## src/ahp_pkg.sv

```systemverilog
// ----------------------------------------------------------------------------
// ahp_pkg
// Shared types, constants and the CRC-32 byte update for the archive header
// parser.
// ----------------------------------------------------------------------------
`default_nettype none

package ahp_pkg;

	localparam int OFFSET_BITS_DEF = 32;
	localparam int QUEUE_DEPTH_DEF = 4;

	localparam logic [31:0] ARC_MAGIC     = 32'h4c7a5341;
	localparam logic [31:0] CRC_POLY      = 32'hEDB88320;
	localparam logic [31:0] CRC_INIT      = 32'hFFFFFFFF;
	localparam logic [15:0] MAX_FILES_RST = 16'd128;

	// byte positions inside a field group
	localparam logic [4:0] WORD_LAST  = 5'd3;
	localparam logic [4:0] FLD0_LAST  = 5'd3;
	localparam logic [4:0] FLD1_LAST  = 5'd7;
	localparam logic [4:0] FLD2_LAST  = 5'd11;
	localparam logic [4:0] FIXED_LAST = 5'd19;

	localparam int START_LEN = 4 + 4;

	localparam int             SUM_BITS = 33;
	localparam logic [32:0]    SUM_MAX  = {SUM_BITS{1'b1}};

	localparam logic RK_ENTRY  = 1'b0;
	localparam logic RK_STATUS = 1'b1;

	typedef enum logic [2:0] {
		ST_OK        = 3'd0,
		ST_BAD_MAGIC = 3'd1,
		ST_TOO_MANY  = 3'd2,
		ST_TRUNC     = 3'd3,
		ST_HCRC      = 3'd4,
		ST_LEN       = 3'd5
	} status_t;

	typedef enum logic [6:0] {
		PH_MAGIC = 7'b0000001,
		PH_COUNT = 7'b0000010,
		PH_FIXED = 7'b0000100,
		PH_NAME  = 7'b0001000,
		PH_HCRC  = 7'b0010000,
		PH_DATA  = 7'b0100000,
		PH_FAIL  = 7'b1000000
	} phase_t;

	// one queue slot: everything a single input byte produces
	typedef struct packed {
		logic        has_entry;
		logic        has_status;
		logic [15:0] entry_index;
		logic [31:0] uncompressed_size;
		logic [31:0] compressed_size;
		logic [31:0] data_checksum;
		logic [63:0] modified_time;
		logic [31:0] name_offset;
		logic [31:0] data_offset;
		status_t     status;
		logic [31:0] file_count;
	} cmd_t;

	function automatic logic [31:0] crc_byte(input logic [31:0] crc, input logic [7:0] b);
		logic [31:0] c;
		c = crc ^ {24'd0, b};
		for (int k = 0; k < 8; k++) begin
			c = c[0] ? ((c >> 1) ^ CRC_POLY) : (c >> 1);
		end
		return c;
	endfunction

endpackage

`default_nettype wire

```

## src/ahp_ifs.sv

```systemverilog
// ----------------------------------------------------------------------------
// ahp channel interfaces
// Byte input, record output and configuration write channels.
// ----------------------------------------------------------------------------
`default_nettype none

interface ahp_byte_if;
	logic       valid;
	logic       ready;
	logic [7:0] data_byte;
	logic       is_last;

	modport source(output valid, output data_byte, output is_last, input ready);
	modport sink(input valid, input data_byte, input is_last, output ready);
endinterface

interface ahp_cfg_if;
	logic        valid;
	logic        ready;
	logic [15:0] max_files;

	modport source(output valid, output max_files, input ready);
	modport sink(input valid, input max_files, output ready);
endinterface

interface ahp_rec_if;
	logic        valid;
	logic        ready;
	logic        record_kind;
	logic [15:0] entry_index;
	logic [31:0] uncompressed_size;
	logic [31:0] compressed_size;
	logic [31:0] data_checksum;
	logic [63:0] modified_time;
	logic [31:0] name_offset;
	logic [31:0] data_offset;
	logic [2:0]  status;
	logic [31:0] file_count;
	logic        last_of_run;

	modport source(
		output valid, output record_kind, output entry_index,
		output uncompressed_size, output compressed_size, output data_checksum,
		output modified_time, output name_offset, output data_offset,
		output status, output file_count, output last_of_run,
		input ready
	);
	modport sink(
		input valid, input record_kind, input entry_index,
		input uncompressed_size, input compressed_size, input data_checksum,
		input modified_time, input name_offset, input data_offset,
		input status, input file_count, input last_of_run,
		output ready
	);
endinterface

`default_nettype wire

```

## src/ahp_front.sv

```systemverilog
// ----------------------------------------------------------------------------
// ahp_front
// Takes archive bytes, tracks the header layout, runs the header CRC and
// pushes one command per byte that produces records.
// ----------------------------------------------------------------------------
`default_nettype none

module ahp_front #(
	parameter int OFFSET_BITS = ahp_pkg::OFFSET_BITS_DEF
) (
	input  wire            clk,
	input  wire            arst_n,
	ahp_cfg_if.sink        cfg,
	ahp_byte_if.sink       byte_in,
	output logic           push_valid,
	input  wire            push_ready,
	output ahp_pkg::cmd_t  push_data
);

	localparam logic [OFFSET_BITS-1:0] OFF_MAX = {OFFSET_BITS{1'b1}};

	logic [15:0]                  max_files_q;
	ahp_pkg::phase_t              phase_q, phase_n;
	logic [4:0]                   pos_q, pos_n;
	logic [OFFSET_BITS-1:0]       off_q, off_inc;
	logic [31:0]                  crc_q, crc_n, crc_upd;
	logic [31:0]                  count_q, count_n;
	logic [15:0]                  done_q, done_n;
	logic [63:0]                  shift_q, shift_n, shifted;
	logic [31:0]                  f0_q, f0_n, f1_q, f1_n, f2_q, f2_n;
	logic [OFFSET_BITS-1:0]       name_off_q, name_off_n;
	logic [32:0]                  sum_q, sum_n, seen_q, seen_n;
	logic [33:0]                  sum_add;
	ahp_pkg::status_t             err_q, err_n, st;
	logic                         emit_entry;
	logic                         accept;
	logic [7:0]                   b;

	assign cfg.ready     = 1'b1;
	assign byte_in.ready = push_ready;
	assign accept        = byte_in.valid && push_ready;
	assign b             = byte_in.data_byte;

	assign crc_upd = ahp_pkg::crc_byte(crc_q, b);
	assign shifted = {b, shift_q[63:8]};
	assign off_inc = (off_q == OFF_MAX) ? off_q : off_q + OFFSET_BITS'(1);
	assign sum_add = {1'b0, sum_q} + {2'b00, f1_q};

	always_comb begin
		phase_n    = phase_q;
		pos_n      = pos_q;
		crc_n      = crc_q;
		count_n    = count_q;
		done_n     = done_q;
		shift_n    = shift_q;
		f0_n       = f0_q;
		f1_n       = f1_q;
		f2_n       = f2_q;
		name_off_n = name_off_q;
		sum_n      = sum_q;
		seen_n     = seen_q;
		err_n      = err_q;
		emit_entry = 1'b0;
		unique case (phase_q)
			ahp_pkg::PH_MAGIC: begin
				crc_n   = crc_upd;
				shift_n = shifted;
				if (pos_q == ahp_pkg::WORD_LAST) begin
					pos_n = '0;
					if (shifted[63:32] != ahp_pkg::ARC_MAGIC) begin
						err_n   = ahp_pkg::ST_BAD_MAGIC;
						phase_n = ahp_pkg::PH_FAIL;
					end else begin
						phase_n = ahp_pkg::PH_COUNT;
					end
				end else begin
					pos_n = pos_q + 5'd1;
				end
			end
			ahp_pkg::PH_COUNT: begin
				crc_n   = crc_upd;
				shift_n = shifted;
				if (pos_q == ahp_pkg::WORD_LAST) begin
					pos_n   = '0;
					count_n = shifted[63:32];
					if (shifted[63:32] > {16'd0, max_files_q}) begin
						err_n   = ahp_pkg::ST_TOO_MANY;
						phase_n = ahp_pkg::PH_FAIL;
					end else if (shifted[63:32] == 32'd0) begin
						phase_n = ahp_pkg::PH_HCRC;
					end else begin
						phase_n = ahp_pkg::PH_FIXED;
					end
				end else begin
					pos_n = pos_q + 5'd1;
				end
			end
			ahp_pkg::PH_FIXED: begin
				crc_n   = crc_upd;
				shift_n = shifted;
				if (pos_q == ahp_pkg::FLD0_LAST) begin
					f0_n = shifted[63:32];
				end else if (pos_q == ahp_pkg::FLD1_LAST) begin
					f1_n = shifted[63:32];
				end else if (pos_q == ahp_pkg::FLD2_LAST) begin
					f2_n = shifted[63:32];
				end
				if (pos_q >= ahp_pkg::FIXED_LAST) begin
					pos_n      = '0;
					name_off_n = off_inc;
					phase_n    = ahp_pkg::PH_NAME;
				end else begin
					pos_n = pos_q + 5'd1;
				end
			end
			ahp_pkg::PH_NAME: begin
				crc_n = crc_upd;
				if (b == 8'd0) begin
					emit_entry = 1'b1;
					sum_n      = sum_add[33] ? ahp_pkg::SUM_MAX : sum_add[32:0];
					done_n     = done_q + 16'd1;
					pos_n      = '0;
					if ({16'd0, done_n} == count_q) begin
						phase_n = ahp_pkg::PH_HCRC;
					end else begin
						phase_n = ahp_pkg::PH_FIXED;
					end
				end
			end
			ahp_pkg::PH_HCRC: begin
				shift_n = shifted;
				if (pos_q == ahp_pkg::WORD_LAST) begin
					pos_n = '0;
					if (shifted[63:32] != ~crc_q) begin
						err_n   = ahp_pkg::ST_HCRC;
						phase_n = ahp_pkg::PH_FAIL;
					end else begin
						phase_n = ahp_pkg::PH_DATA;
					end
				end else begin
					pos_n = pos_q + 5'd1;
				end
			end
			ahp_pkg::PH_DATA: begin
				seen_n = (seen_q == ahp_pkg::SUM_MAX) ? seen_q : seen_q + 33'd1;
			end
			default: begin
			end
		endcase
	end

	// final status
	always_comb begin
		if (off_q < OFFSET_BITS'(ahp_pkg::START_LEN - 1)) begin
			st = ahp_pkg::ST_TRUNC;
		end else if (err_n != ahp_pkg::ST_OK) begin
			st = err_n;
		end else if (phase_n == ahp_pkg::PH_DATA) begin
			st = (sum_n != ahp_pkg::SUM_MAX && seen_n == sum_n) ?
				ahp_pkg::ST_OK : ahp_pkg::ST_LEN;
		end else begin
			st = ahp_pkg::ST_TRUNC;
		end
	end

	assign push_valid = accept && (emit_entry || byte_in.is_last);

	always_comb begin
		push_data                   = '0;
		push_data.has_entry         = emit_entry;
		push_data.has_status        = byte_in.is_last;
		push_data.entry_index       = done_q;
		push_data.uncompressed_size = f0_q;
		push_data.compressed_size   = f1_q;
		push_data.data_checksum     = f2_q;
		push_data.modified_time     = shift_q;
		push_data.name_offset       = 32'(name_off_q);
		push_data.data_offset       = sum_q[31:0];
		push_data.status            = st;
		push_data.file_count        = count_n;
	end

	always_ff @(posedge clk or negedge arst_n) begin
		if (!arst_n) begin
			max_files_q <= ahp_pkg::MAX_FILES_RST;
		end else if (cfg.valid) begin
			max_files_q <= cfg.max_files;
		end
	end

	always_ff @(posedge clk or negedge arst_n) begin
		if (!arst_n) begin
			phase_q    <= ahp_pkg::PH_MAGIC;
			pos_q      <= '0;
			off_q      <= '0;
			crc_q      <= ahp_pkg::CRC_INIT;
			count_q    <= '0;
			done_q     <= '0;
			shift_q    <= '0;
			f0_q       <= '0;
			f1_q       <= '0;
			f2_q       <= '0;
			name_off_q <= '0;
			sum_q      <= '0;
			seen_q     <= '0;
			err_q      <= ahp_pkg::ST_OK;
		end else if (accept) begin
			if (byte_in.is_last) begin
				phase_q    <= ahp_pkg::PH_MAGIC;
				pos_q      <= '0;
				off_q      <= '0;
				crc_q      <= ahp_pkg::CRC_INIT;
				count_q    <= '0;
				done_q     <= '0;
				shift_q    <= '0;
				f0_q       <= '0;
				f1_q       <= '0;
				f2_q       <= '0;
				name_off_q <= '0;
				sum_q      <= '0;
				seen_q     <= '0;
				err_q      <= ahp_pkg::ST_OK;
			end else begin
				phase_q    <= phase_n;
				pos_q      <= pos_n;
				off_q      <= off_inc;
				crc_q      <= crc_n;
				count_q    <= count_n;
				done_q     <= done_n;
				shift_q    <= shift_n;
				f0_q       <= f0_n;
				f1_q       <= f1_n;
				f2_q       <= f2_n;
				name_off_q <= name_off_n;
				sum_q      <= sum_n;
				seen_q     <= seen_n;
				err_q      <= err_n;
			end
		end
	end

endmodule

`default_nettype wire

```

## src/ahp_queue.sv

```systemverilog
// ----------------------------------------------------------------------------
// ahp_queue
// Short register queue of commands between the byte front and the record
// back end.
// ----------------------------------------------------------------------------
`default_nettype none

module ahp_queue #(
	parameter int DEPTH = ahp_pkg::QUEUE_DEPTH_DEF
) (
	input  wire                 clk,
	input  wire                 arst_n,
	input  wire                 push_valid,
	output logic                push_ready,
	input  wire ahp_pkg::cmd_t  push_data,
	output logic                pop_valid,
	input  wire                 pop_ready,
	output ahp_pkg::cmd_t       pop_data
);

	localparam int PTR_BITS = $clog2(DEPTH);
	localparam int CNT_BITS = $clog2(DEPTH + 1);
	localparam logic [PTR_BITS-1:0] PTR_LAST = PTR_BITS'(DEPTH - 1);

	ahp_pkg::cmd_t         slot_q [DEPTH];
	logic [PTR_BITS-1:0]   wr_ptr_q, rd_ptr_q;
	logic [CNT_BITS-1:0]   cnt_q;
	logic                  do_push, do_pop;

	assign push_ready = (cnt_q != CNT_BITS'(DEPTH));
	assign pop_valid  = (cnt_q != '0);
	assign pop_data   = slot_q[rd_ptr_q];
	assign do_push    = push_valid && push_ready;
	assign do_pop     = pop_valid && pop_ready;

	always_ff @(posedge clk) begin
		if (do_push) begin
			slot_q[wr_ptr_q] <= push_data;
		end
	end

	always_ff @(posedge clk or negedge arst_n) begin
		if (!arst_n) begin
			wr_ptr_q <= '0;
			rd_ptr_q <= '0;
			cnt_q    <= '0;
		end else begin
			if (do_push) begin
				wr_ptr_q <= (wr_ptr_q == PTR_LAST) ? '0 : wr_ptr_q + PTR_BITS'(1);
			end
			if (do_pop) begin
				rd_ptr_q <= (rd_ptr_q == PTR_LAST) ? '0 : rd_ptr_q + PTR_BITS'(1);
			end
			if (do_push && !do_pop) begin
				cnt_q <= cnt_q + CNT_BITS'(1);
			end else if (do_pop && !do_push) begin
				cnt_q <= cnt_q - CNT_BITS'(1);
			end
		end
	end

endmodule

`default_nettype wire

```

## src/ahp_back.sv

```systemverilog
// ----------------------------------------------------------------------------
// ahp_back
// Turns each queued command into its entry record and, on the final byte,
// the status record.
// ----------------------------------------------------------------------------
`default_nettype none

module ahp_back (
	input  wire                 clk,
	input  wire                 arst_n,
	input  wire                 head_valid,
	output logic                head_pop,
	input  wire ahp_pkg::cmd_t  head,
	ahp_rec_if.source           rec_out
);

	logic sent_entry_q;
	logic entry_turn;
	logic last_rec;
	logic take;

	assign entry_turn = head.has_entry && !sent_entry_q;
	assign last_rec   = !entry_turn || !head.has_status;
	assign take       = head_valid && rec_out.ready;
	assign head_pop   = take && last_rec;

	assign rec_out.valid       = head_valid;
	assign rec_out.last_of_run = last_rec;
	assign rec_out.file_count  = head.file_count;

	always_comb begin
		if (entry_turn) begin
			rec_out.record_kind       = ahp_pkg::RK_ENTRY;
			rec_out.entry_index       = head.entry_index;
			rec_out.uncompressed_size = head.uncompressed_size;
			rec_out.compressed_size   = head.compressed_size;
			rec_out.data_checksum     = head.data_checksum;
			rec_out.modified_time     = head.modified_time;
			rec_out.name_offset       = head.name_offset;
			rec_out.data_offset       = head.data_offset;
			rec_out.status            = ahp_pkg::ST_OK;
		end else begin
			rec_out.record_kind       = ahp_pkg::RK_STATUS;
			rec_out.entry_index       = '0;
			rec_out.uncompressed_size = '0;
			rec_out.compressed_size   = '0;
			rec_out.data_checksum     = '0;
			rec_out.modified_time     = '0;
			rec_out.name_offset       = '0;
			rec_out.data_offset       = '0;
			rec_out.status            = head.status;
		end
	end

	always_ff @(posedge clk or negedge arst_n) begin
		if (!arst_n) begin
			sent_entry_q <= 1'b0;
		end else if (take) begin
			sent_entry_q <= !last_rec;
		end
	end

endmodule

`default_nettype wire

```

## src/archive_header_parser.sv

```systemverilog
// ----------------------------------------------------------------------------
// archive_header_parser
// Streaming header parser: magic and file count check, per-entry records,
// header CRC-32 check and a final status record per archive.
// ----------------------------------------------------------------------------
// Takes one archive byte per clock cycle while the queue has room, with
// is_last on the final byte of each archive. A byte is processed in the cycle
// it is accepted; its records follow those of earlier bytes. A byte that ends
// an entry name gives one entry record, the final byte gives a status record,
// and a final byte that also ends a name gives both, entry first, occupying
// two output transactions. A queue of QUEUE_DEPTH commands sits between the
// byte front end and the record back end, so the input keeps flowing while the
// output is stalled until that queue fills. After the final byte all parse
// state returns to its reset value; max_files keeps its programmed value.
// ----------------------------------------------------------------------------
`default_nettype none

module archive_header_parser #(
	parameter int OFFSET_BITS = ahp_pkg::OFFSET_BITS_DEF,
	parameter int QUEUE_DEPTH = ahp_pkg::QUEUE_DEPTH_DEF
) (
	input  wire        clk,
	input  wire        arst_n,
	ahp_cfg_if.sink    cfg,
	ahp_byte_if.sink   byte_in,
	ahp_rec_if.source  rec_out
);

	logic           push_valid, push_ready;
	ahp_pkg::cmd_t  push_data;
	logic           head_valid, head_pop;
	ahp_pkg::cmd_t  head;

	ahp_front #(
		.OFFSET_BITS(OFFSET_BITS)
	) u_front (
		.clk       (clk),
		.arst_n    (arst_n),
		.cfg       (cfg),
		.byte_in   (byte_in),
		.push_valid(push_valid),
		.push_ready(push_ready),
		.push_data (push_data)
	);

	ahp_queue #(
		.DEPTH(QUEUE_DEPTH)
	) u_queue (
		.clk       (clk),
		.arst_n    (arst_n),
		.push_valid(push_valid),
		.push_ready(push_ready),
		.push_data (push_data),
		.pop_valid (head_valid),
		.pop_ready (head_pop),
		.pop_data  (head)
	);

	ahp_back u_back (
		.clk       (clk),
		.arst_n    (arst_n),
		.head_valid(head_valid),
		.head_pop  (head_pop),
		.head      (head),
		.rec_out   (rec_out)
	);

endmodule

`default_nettype wire

```

## src/flat_wrapper.sv

```systemverilog
// flat-port wrapper written by rule: the top's interface ports become plain ports
module archive_header_parser_flat 
#(
	parameter int OFFSET_BITS = ahp_pkg::OFFSET_BITS_DEF,
	parameter int QUEUE_DEPTH = ahp_pkg::QUEUE_DEPTH_DEF
)
  (clk, arst_n, cfg_valid, cfg_max_files, cfg_ready, byte_in_valid, byte_in_data_byte, byte_in_is_last, byte_in_ready, rec_out_valid, rec_out_record_kind, rec_out_entry_index, rec_out_uncompressed_size, rec_out_compressed_size, rec_out_data_checksum, rec_out_modified_time, rec_out_name_offset, rec_out_data_offset, rec_out_status, rec_out_file_count, rec_out_last_of_run, rec_out_ready);
  ahp_cfg_if cfg_i ();
  ahp_byte_if byte_in_i ();
  ahp_rec_if rec_out_i ();
  input  wire clk;
  input  wire arst_n;
  input wire logic [$bits(cfg_i.valid)-1:0] cfg_valid;
  input wire logic [$bits(cfg_i.max_files)-1:0] cfg_max_files;
  output wire logic [$bits(cfg_i.ready)-1:0] cfg_ready;
  input wire logic [$bits(byte_in_i.valid)-1:0] byte_in_valid;
  input wire logic [$bits(byte_in_i.data_byte)-1:0] byte_in_data_byte;
  input wire logic [$bits(byte_in_i.is_last)-1:0] byte_in_is_last;
  output wire logic [$bits(byte_in_i.ready)-1:0] byte_in_ready;
  output wire logic [$bits(rec_out_i.valid)-1:0] rec_out_valid;
  output wire logic [$bits(rec_out_i.record_kind)-1:0] rec_out_record_kind;
  output wire logic [$bits(rec_out_i.entry_index)-1:0] rec_out_entry_index;
  output wire logic [$bits(rec_out_i.uncompressed_size)-1:0] rec_out_uncompressed_size;
  output wire logic [$bits(rec_out_i.compressed_size)-1:0] rec_out_compressed_size;
  output wire logic [$bits(rec_out_i.data_checksum)-1:0] rec_out_data_checksum;
  output wire logic [$bits(rec_out_i.modified_time)-1:0] rec_out_modified_time;
  output wire logic [$bits(rec_out_i.name_offset)-1:0] rec_out_name_offset;
  output wire logic [$bits(rec_out_i.data_offset)-1:0] rec_out_data_offset;
  output wire logic [$bits(rec_out_i.status)-1:0] rec_out_status;
  output wire logic [$bits(rec_out_i.file_count)-1:0] rec_out_file_count;
  output wire logic [$bits(rec_out_i.last_of_run)-1:0] rec_out_last_of_run;
  input wire logic [$bits(rec_out_i.ready)-1:0] rec_out_ready;
  assign cfg_i.valid = cfg_valid;
  assign cfg_i.max_files = cfg_max_files;
  assign cfg_ready = cfg_i.ready;
  assign byte_in_i.valid = byte_in_valid;
  assign byte_in_i.data_byte = byte_in_data_byte;
  assign byte_in_i.is_last = byte_in_is_last;
  assign byte_in_ready = byte_in_i.ready;
  assign rec_out_valid = rec_out_i.valid;
  assign rec_out_record_kind = rec_out_i.record_kind;
  assign rec_out_entry_index = rec_out_i.entry_index;
  assign rec_out_uncompressed_size = rec_out_i.uncompressed_size;
  assign rec_out_compressed_size = rec_out_i.compressed_size;
  assign rec_out_data_checksum = rec_out_i.data_checksum;
  assign rec_out_modified_time = rec_out_i.modified_time;
  assign rec_out_name_offset = rec_out_i.name_offset;
  assign rec_out_data_offset = rec_out_i.data_offset;
  assign rec_out_status = rec_out_i.status;
  assign rec_out_file_count = rec_out_i.file_count;
  assign rec_out_last_of_run = rec_out_i.last_of_run;
  assign rec_out_i.ready = rec_out_ready;
  archive_header_parser #(.OFFSET_BITS(OFFSET_BITS), .QUEUE_DEPTH(QUEUE_DEPTH)) u_core (.clk(clk), .arst_n(arst_n), .cfg(cfg_i), .byte_in(byte_in_i), .rec_out(rec_out_i));
endmodule
```

## config.mk

```make
export PLATFORM = sky130hd
export DESIGN_NAME = archive_header_parser_flat
export DESIGN_NICKNAME = d
export VERILOG_FILES = /design/src/ahp_pkg.sv /design/src/ahp_ifs.sv /design/src/ahp_front.sv /design/src/ahp_queue.sv /design/src/ahp_back.sv /design/src/archive_header_parser.sv /design/src/flat_wrapper.sv
export SDC_FILE = /design/constraint.sdc
export NUM_CORES = 2
export LEC_CHECK = 0
export BUFFER_PORTS_ARGS = -buffer_cell sky130_fd_sc_hd__buf_2
export CORE_ASPECT_RATIO = 0.7
export CORE_MARGIN = 3
export CORE_UTILIZATION = 56
export DETAILED_ROUTE_END_ITERATION = 12
export PLACE_DENSITY_LB_ADDON = 0.25
export SLEW_MARGIN = 10
export SYNTH_ARGS = -nofsm -noshare
export SYNTH_HDL_FRONTEND = slang
export SYNTH_SLANG_ARGS = --single-unit
```

## constraint.sdc

```tcl
create_clock -name clk -period 9.8 [get_ports clk]
set_clock_uncertainty 0.15 [all_clocks]
set_input_delay 1.96 -clock clk [delete_from_list [all_inputs] [get_ports clk]]
set_output_delay 1.96 -clock clk [all_outputs]
set_load 0.02 [all_outputs]
```

-- After elaboration in Yosys (flattened, before gate mapping)
Memory sizes are Yosys's and may differ from the RTL's.
Index checks and enable logic that the tools add are counted.
- output and inout port bits: 280
- RAM bits: 1108
- memories kept: 1
- register bits: 409
- input bits: 30
- word-level logic and storage cells: 197
- eq/ne operators: 23
- $lt $le $gt $ge: 3
- reductions and logical operators: 44
- add/sub/neg operators: 9
- bitwise logic cells: 10
- mux-type cells: 88
- memory list (memory ; depth ; width ; rd ports ; clocked after memory_dff ; wr ports ; line ; source):
    u_core.u_queue.slot_q ; 4 ; 277 ; 1 ; 0 ; 1 ; ahp_queue.sv:25 ; ahp_pkg::cmd_t slot_q [DEPTH];
- operators with widths (cell ; count):
    $mux 32 ; 35
    $mux 33 ; 7
    $mux 64 ; 3
    $not 13->14 ; 8
    $mux 16 ; 4
    $mux 7 ; 9
    $mux 3 ; 14
    $pmux 7 s5 ; 1
    $add 33x32->34 ; 1
    $add 33x1->33 const B ; 1
    $eq 33x33->1 ; 1
    $eq 33x33->1 const B ; 1
    $ne 33x33->1 const B ; 1
    $add 32x1->32 const B ; 1
    $eq 16x32->1 ; 1
    $eq 32x32->1 const B ; 1
    $gt 32x16->1 ; 1
    $logic_not 32->1 ; 1
    $lt 32x3->1 const B ; 1
    $ne 32x31->1 const B ; 1
    $ne 32x32->1 ; 1
    $not 32->32 ; 1
    $xor 32x8->32 ; 1
    $mux 5 ; 6
    35 further kinds ; 75

-- Longest topological paths before layout
- word-level depth: 19
- depth in mapped cells: 19

-- Modules after synthesis
Synthesis repeated with hierarchy kept, for this count alone.
- cell total of the unflattened synthesis: 4438
- area total of the unflattened synthesis: 65750.6 µm²
- by module, submodules not included (module ; area each (µm²) ; times used ; sequential area each (µm²) ; cells an instance):
    ahp_queue ; 40393.7 ; 1 ; 33447.1 ; 1484
    ahp_front ; 23273.6 ; 1 ; 10077.2 ; 2643
    ahp_back ; 2083.2 ; 1 ; 25.0 ; 311

-- Least setup slack after synthesis
Ideal clock, no wire load.
- path type: input port to flip-flop
- start: in byte_in_data_byte[3]
- end: mem u_core.u_queue.slot_q[3][0] (netlist bit), enable pin
- path slack: -1.628 ns
- stages on the path: 14
- path buffers: 7
- setup time: 0.674 ns
- arrival: 10.604 ns
- required time: 8.976 ns
- cells stage by stage: clkbuf_1 nor4_1 and2_1 nand2_4 clkinv_2 buf_2 buf_2 buf_2 buf_2 buf_2 o21ai_0 inv_1 clkbuf_1 and2_1
- RTL lines (element ; line ; source):
    start, declared ; flat_wrapper.sv:17 ; input wire logic [$bits(byte_in_i.data_byte)-1:0] byte_in_data_byte;
    end, declared ; ahp_queue.sv:25 ;

-- Worst setup path in the final report
- start: reg u_core.u_queue.rd_ptr_q[1]
- end: out rec_out_data_offset[4]
- word-level cells in the longest chain between the ends: 3
- RTL lines (element ; line ; source):
    start, declared ; ahp_queue.sv:26 ; logic [PTR_BITS-1:0] wr_ptr_q, rd_ptr_q;
    start signal, assigned ; ahp_queue.sv:52 ; rd_ptr_q <= (rd_ptr_q == PTR_LAST) ? '0 : rd_ptr_q + PTR_BITS'(1);
    $mem_v2 4x277 * ; n/a ;
    $logic_and 1x1->1 ; ahp_back.sv:22 ; assign entry_turn = head.has_entry && !sent_entry_q;
    $mux 32 * ; ahp_back.sv:32 ; if (entry_turn) begin
    end, declared ; flat_wrapper.sv:28 ; output wire logic [$bits(rec_out_i.data_offset)-1:0] rec_out_data_offset;
Every way passes the cells marked *; elsewhere a longest branch is shown, timed or not.

==> flow_metrics.env <==
export IMPL_cp_required_ns=7.69
export IMPL_arrival_ns=4.33
export IMPL_synth_seq_cells=1517
export IMPL_crit_buf_inv=3
export IMPL_path_common_cell="buf_4"
export IMPL_numCtsBuffers=143
export IMPL_nets=4749
export IMPL_path_max_fanout=69
export IMPL_multi_input_area_um2=20400
export IMPL_clock_latency_ns=0.77
export IMPL_antenna_found_initial=7
export IMPL_final_max_slew_violation_count=0
export IMPL_syn_cell_area_um2=64900
export IMPL_h_tree_depth=4
export IMPL_routedLengthMet1_um=73300
export IMPL_final_layout_size_suffix_gt1_frac=0.206
export IMPL_fin_crit_sh=0.657
export IMPL_path_cells="buf_4 -> buf_4 -> mux4_2 -> nor2b_1 -> buf_2"
export IMPL_leakagePower_nw=26.4
export IMPL_stdcell_count=6305
export IMPL_hp_class="reg -> reg"
export IMPL_cpPeakStageDelay_ns=0.94
export IMPL_ctsResizeCount=0
export IMPL_first_pass_iters=5
export IMPL_drt_wl_total_um=164000
export IMPL_grt_pass1_wl_um=247000
export IMPL_seq_area_um2=43600
export IMPL_vias=38917
export IMPL_mostFrequentLayoutCell="edfxtp_1"
export IMPL_cts_hold_buf=0
export IMPL_clkTransAtPathRegs_ns=0.06
export IMPL_route_met3_wl_um=13900
export IMPL_worstSetupPathType="reg -> out"
export IMPL_period_minus_slack_ns=6.44
export IMPL_syn_instance_count=4398
export IMPL_rows=103
export IMPL_dp_hpwl_um=103000
export IMPL_port_buffers=308
export IMPL_cap_violations=0
export IMPL_synth_nets=4488
export IMPL_p_per_area_nw_per_um2=279
export IMPL_ir_worst_vdd_v=0.000263
export IMPL_synth_edf_count=1108
export IMPL_route_met2_wl_um=73300
export IMPL_dieArea_um2=120000
export IMPL_critPathTopFamily="buffers and inverters"
export IMPL_initial_core_util=0.570
export IMPL_core_um2=114000
export IMPL_first_iter_violations=4002
export IMPL_ff2ff_setup_slack_ns=4.19
export IMPL_synth_cell_types=91
export IMPL_rsz0062_at_grt="no"
export IMPL_most_common_layout_cells="1,108 x edfxtp_1, 475 x nand2_1, 373 x dfrtp_1"
export IMPL_die_y_um=291
export IMPL_place_inst=6036
export IMPL_worst_slew_pin_slew_ns=1.24
export IMPL_top_layer="met5"
export IMPL_critPathLaunchType="register"
export IMPL_synth_avg_cell_area_um2=14.8
export IMPL_synth_top_flop_cell="edfxtp_1"
export IMPL_drcViolationCount=0
export IMPL_fillCellCount=8228
export IMPL_fmax_mhz=155
export IMPL_final_setup_tns_ns=0
export IMPL_grt_usage=0.274
export IMPL_cts_root_buf="clkbuf_16"
export IMPL_cts_tree="done"
export IMPL_cts_sinks=1517
export IMPL_clk_path_buf_depth=3
export IMPL_relSlewSlack=0.175
export IMPL_ioPinCount=310
export IMPL_async_flop_share=0.270
export IMPL_grt_start_max_net_pins=142
export IMPL_place_gp_congestion=0.947
export IMPL_hold_violations=0
export IMPL_cts_setup_buffers=0
export IMPL_ant_nets=0
export IMPL_yosysWarnings=0
export IMPL_via_per_inst=6.17
export IMPL_status="finished, final reports clean"
export IMPL_wire_per_inst_um=26.0
export IMPL_critPathSlowestCell="buf_4"
export IMPL_grt_pass1_vias=37370
export IMPL_end_kind="primary output"
export IMPL_grt_remaining_overflow=0
export IMPL_syn_to_final_growth_pct=12.2
export IMPL_setup_viol=0
export IMPL_seq_area_frac_synth=0.671
export IMPL_die_width_um=413
-- state kept, by name, summed over array words and instances, names as in the netlist, 16 cells and up --
signal and flops:
u_core.u_front.done_q 16, u_core.u_front.max_files_q 16, u_core.u_queue.slot_q 1108, u_core.u_front.seen_q 33, u_core.u_front.sum_q 33, u_core.u_front.f0_q 32, u_core.u_front.shift_q 64, u_core.u_front.off_q 32
u_core.u_front.f1_q 32, u_core.u_front.name_off_q 32, u_core.u_front.count_q 32, u_core.u_front.crc_q 32, u_core.u_front.f2_q 32
-- metal layers --
metal,GRT usage,up-vias
met4,0.0708,4
met3,0.0564,231
met2,0.393,1550
li1,-,17205
met5,0,-
met1,0.431,19927
-- through the flow --
step | hold slack [ns] | worst slack (ns) | instance area (µm²) | utilization | total power (W)
4_1_cts | 0.339 | 3.11 | 72800 | 0.639 | 0.0205
2_1_floorplan | 0.291 | 1.49 | 64900 | - | 0.0127
5_1_grt | 0.374 | 2.94 | 72800 | 0.639 | 0.0212
3_5_place_dp | 0.325 | 3.34 | 68100 | 0.598 | 0.0151
3_3_place_gp | 0.314 | 3.32 | 68100 | 0.598 | 0.0150
6_report | 0.332 | 3.36 | 72800 | 0.639 | 0.0203
-- power breakdown --
group	internal (W)	leakage (nW)	switching, W	total, W
clock	0.00304	2.27	0.00243	0.00548
sequential	0.00775	15.8	0.000477	0.00823
combinational	0.00251	8.38	0.00411	0.00662
-- worst paths after layout --
check                                                  startpoint                                endpoint  cells after the start
hold reg to reg            u_core.u_back.sent_entry_q$_DFFE_PN0P_  u_core.u_back.sent_entry_q$_DFFE_PN0P_                      2
max in group asynchronous                                  arst_n  u_core.u_queue.rd_ptr_q[1]$_DFFE_PN0P_                      2
setup reg to reg             u_core.u_front.sum_q[19]$_DFFE_PN0P_  u_core.u_queue.slot_q[0][32]$_DFFE_PP_                     13
min in group asynchronous                                  arst_n      u_core.u_front.f2_q[3]$_DFFE_PN0P_                      1
setup / recovery           u_core.u_queue.rd_ptr_q[1]$_DFFE_PN0P_                  rec_out_data_offset[4]                      5
hold / removal             u_core.u_back.sent_entry_q$_DFFE_PN0P_  u_core.u_back.sent_entry_q$_DFFE_PN0P_                      2
-- cells in the mapped netlist, types with 12 or more instances --
library cell | count | area share
inv_1 | 34 | 0.0020
clkbuf_1 | 209 | 0.012
nor4_1 | 49 | 0.0047
xnor2_1 | 150 | 0.020
and2_1 | 20 | 0.0019
a21oi_1 | 123 | 0.0095
mux2i_1 | 21 | 0.0032
mux2_2 | 39 | 0.0068
dfrtp_1 | 375 | 0.14
a22o_1 | 41 | 0.0055
nor2b_1 | 246 | 0.024
nor2_1 | 168 | 0.0097
a211oi_1 | 15 | 0.0017
and4_1 | 14 | 0.0019
buf_1 | 29 | 0.0017
dfstp_2 | 34 | 0.014
o21ai_0 | 357 | 0.028
ha_1 | 58 | 0.011
nand2b_1 | 15 | 0.0014
o21a_1 | 13 | 0.0015
xor2_1 | 83 | 0.011
mux4_2 | 277 | 0.096
edfxtp_1 | 1108 | 0.51
and3_1 | 23 | 0.0022
nor3_1 | 62 | 0.0048
or3_1 | 12 | 0.0012
nand4_1 | 46 | 0.0044
nand3_1 | 59 | 0.0045
a21o_1 | 19 | 0.0022
o31ai_1 | 36 | 0.0042
nand2_1 | 476 | 0.028
-- layout make-up --
cell class                      instances  share of cell area
Clock buffer                          199              0.0546
Inverter                               35             0.00182
Antenna cell                            3            0.000103
Clock inverter                         67             0.00971
Multi-Input combinational cell       2594               0.280
Timing Repair Buffer                  368              0.0299
Sequential cell                      1517               0.598
Tap cell                             1522              0.0262
-- cell families (layout without fill, tap and decap cells) --
group,after synthesis,after routing,share of synthesized area
DFF,1517,1517,0.671
and+or+nand+nor,1227,1227,0.0927
AOI/OAI and AO/OA,736,736,0.0701
muxes,337,337,0.106
buffers and inverters,287,669,0.0170
xor gates and xnor gates,233,233,0.0314
adders and majority gates,60,60,0.0118
other,1,4,0.0000578
-- worst register-to-register path, stage by stage, from the launching register on --
cell and delay, ns:
dfrtp_1 0.62, ha_1 0.52, nand2_1 0.12, o21ai_0 0.49
a211oi_1 0.24, o211ai_2 0.52, or2_1 0.41, buf_4 0.34
o22ai_1 0.18, a2111oi_2 0.44, o2111ai_1 0.21, or4_4 0.58
a2111oi_4 0.33, a21oi_1 0.18
No activity file was read; power rests on OpenSTA's default activity.
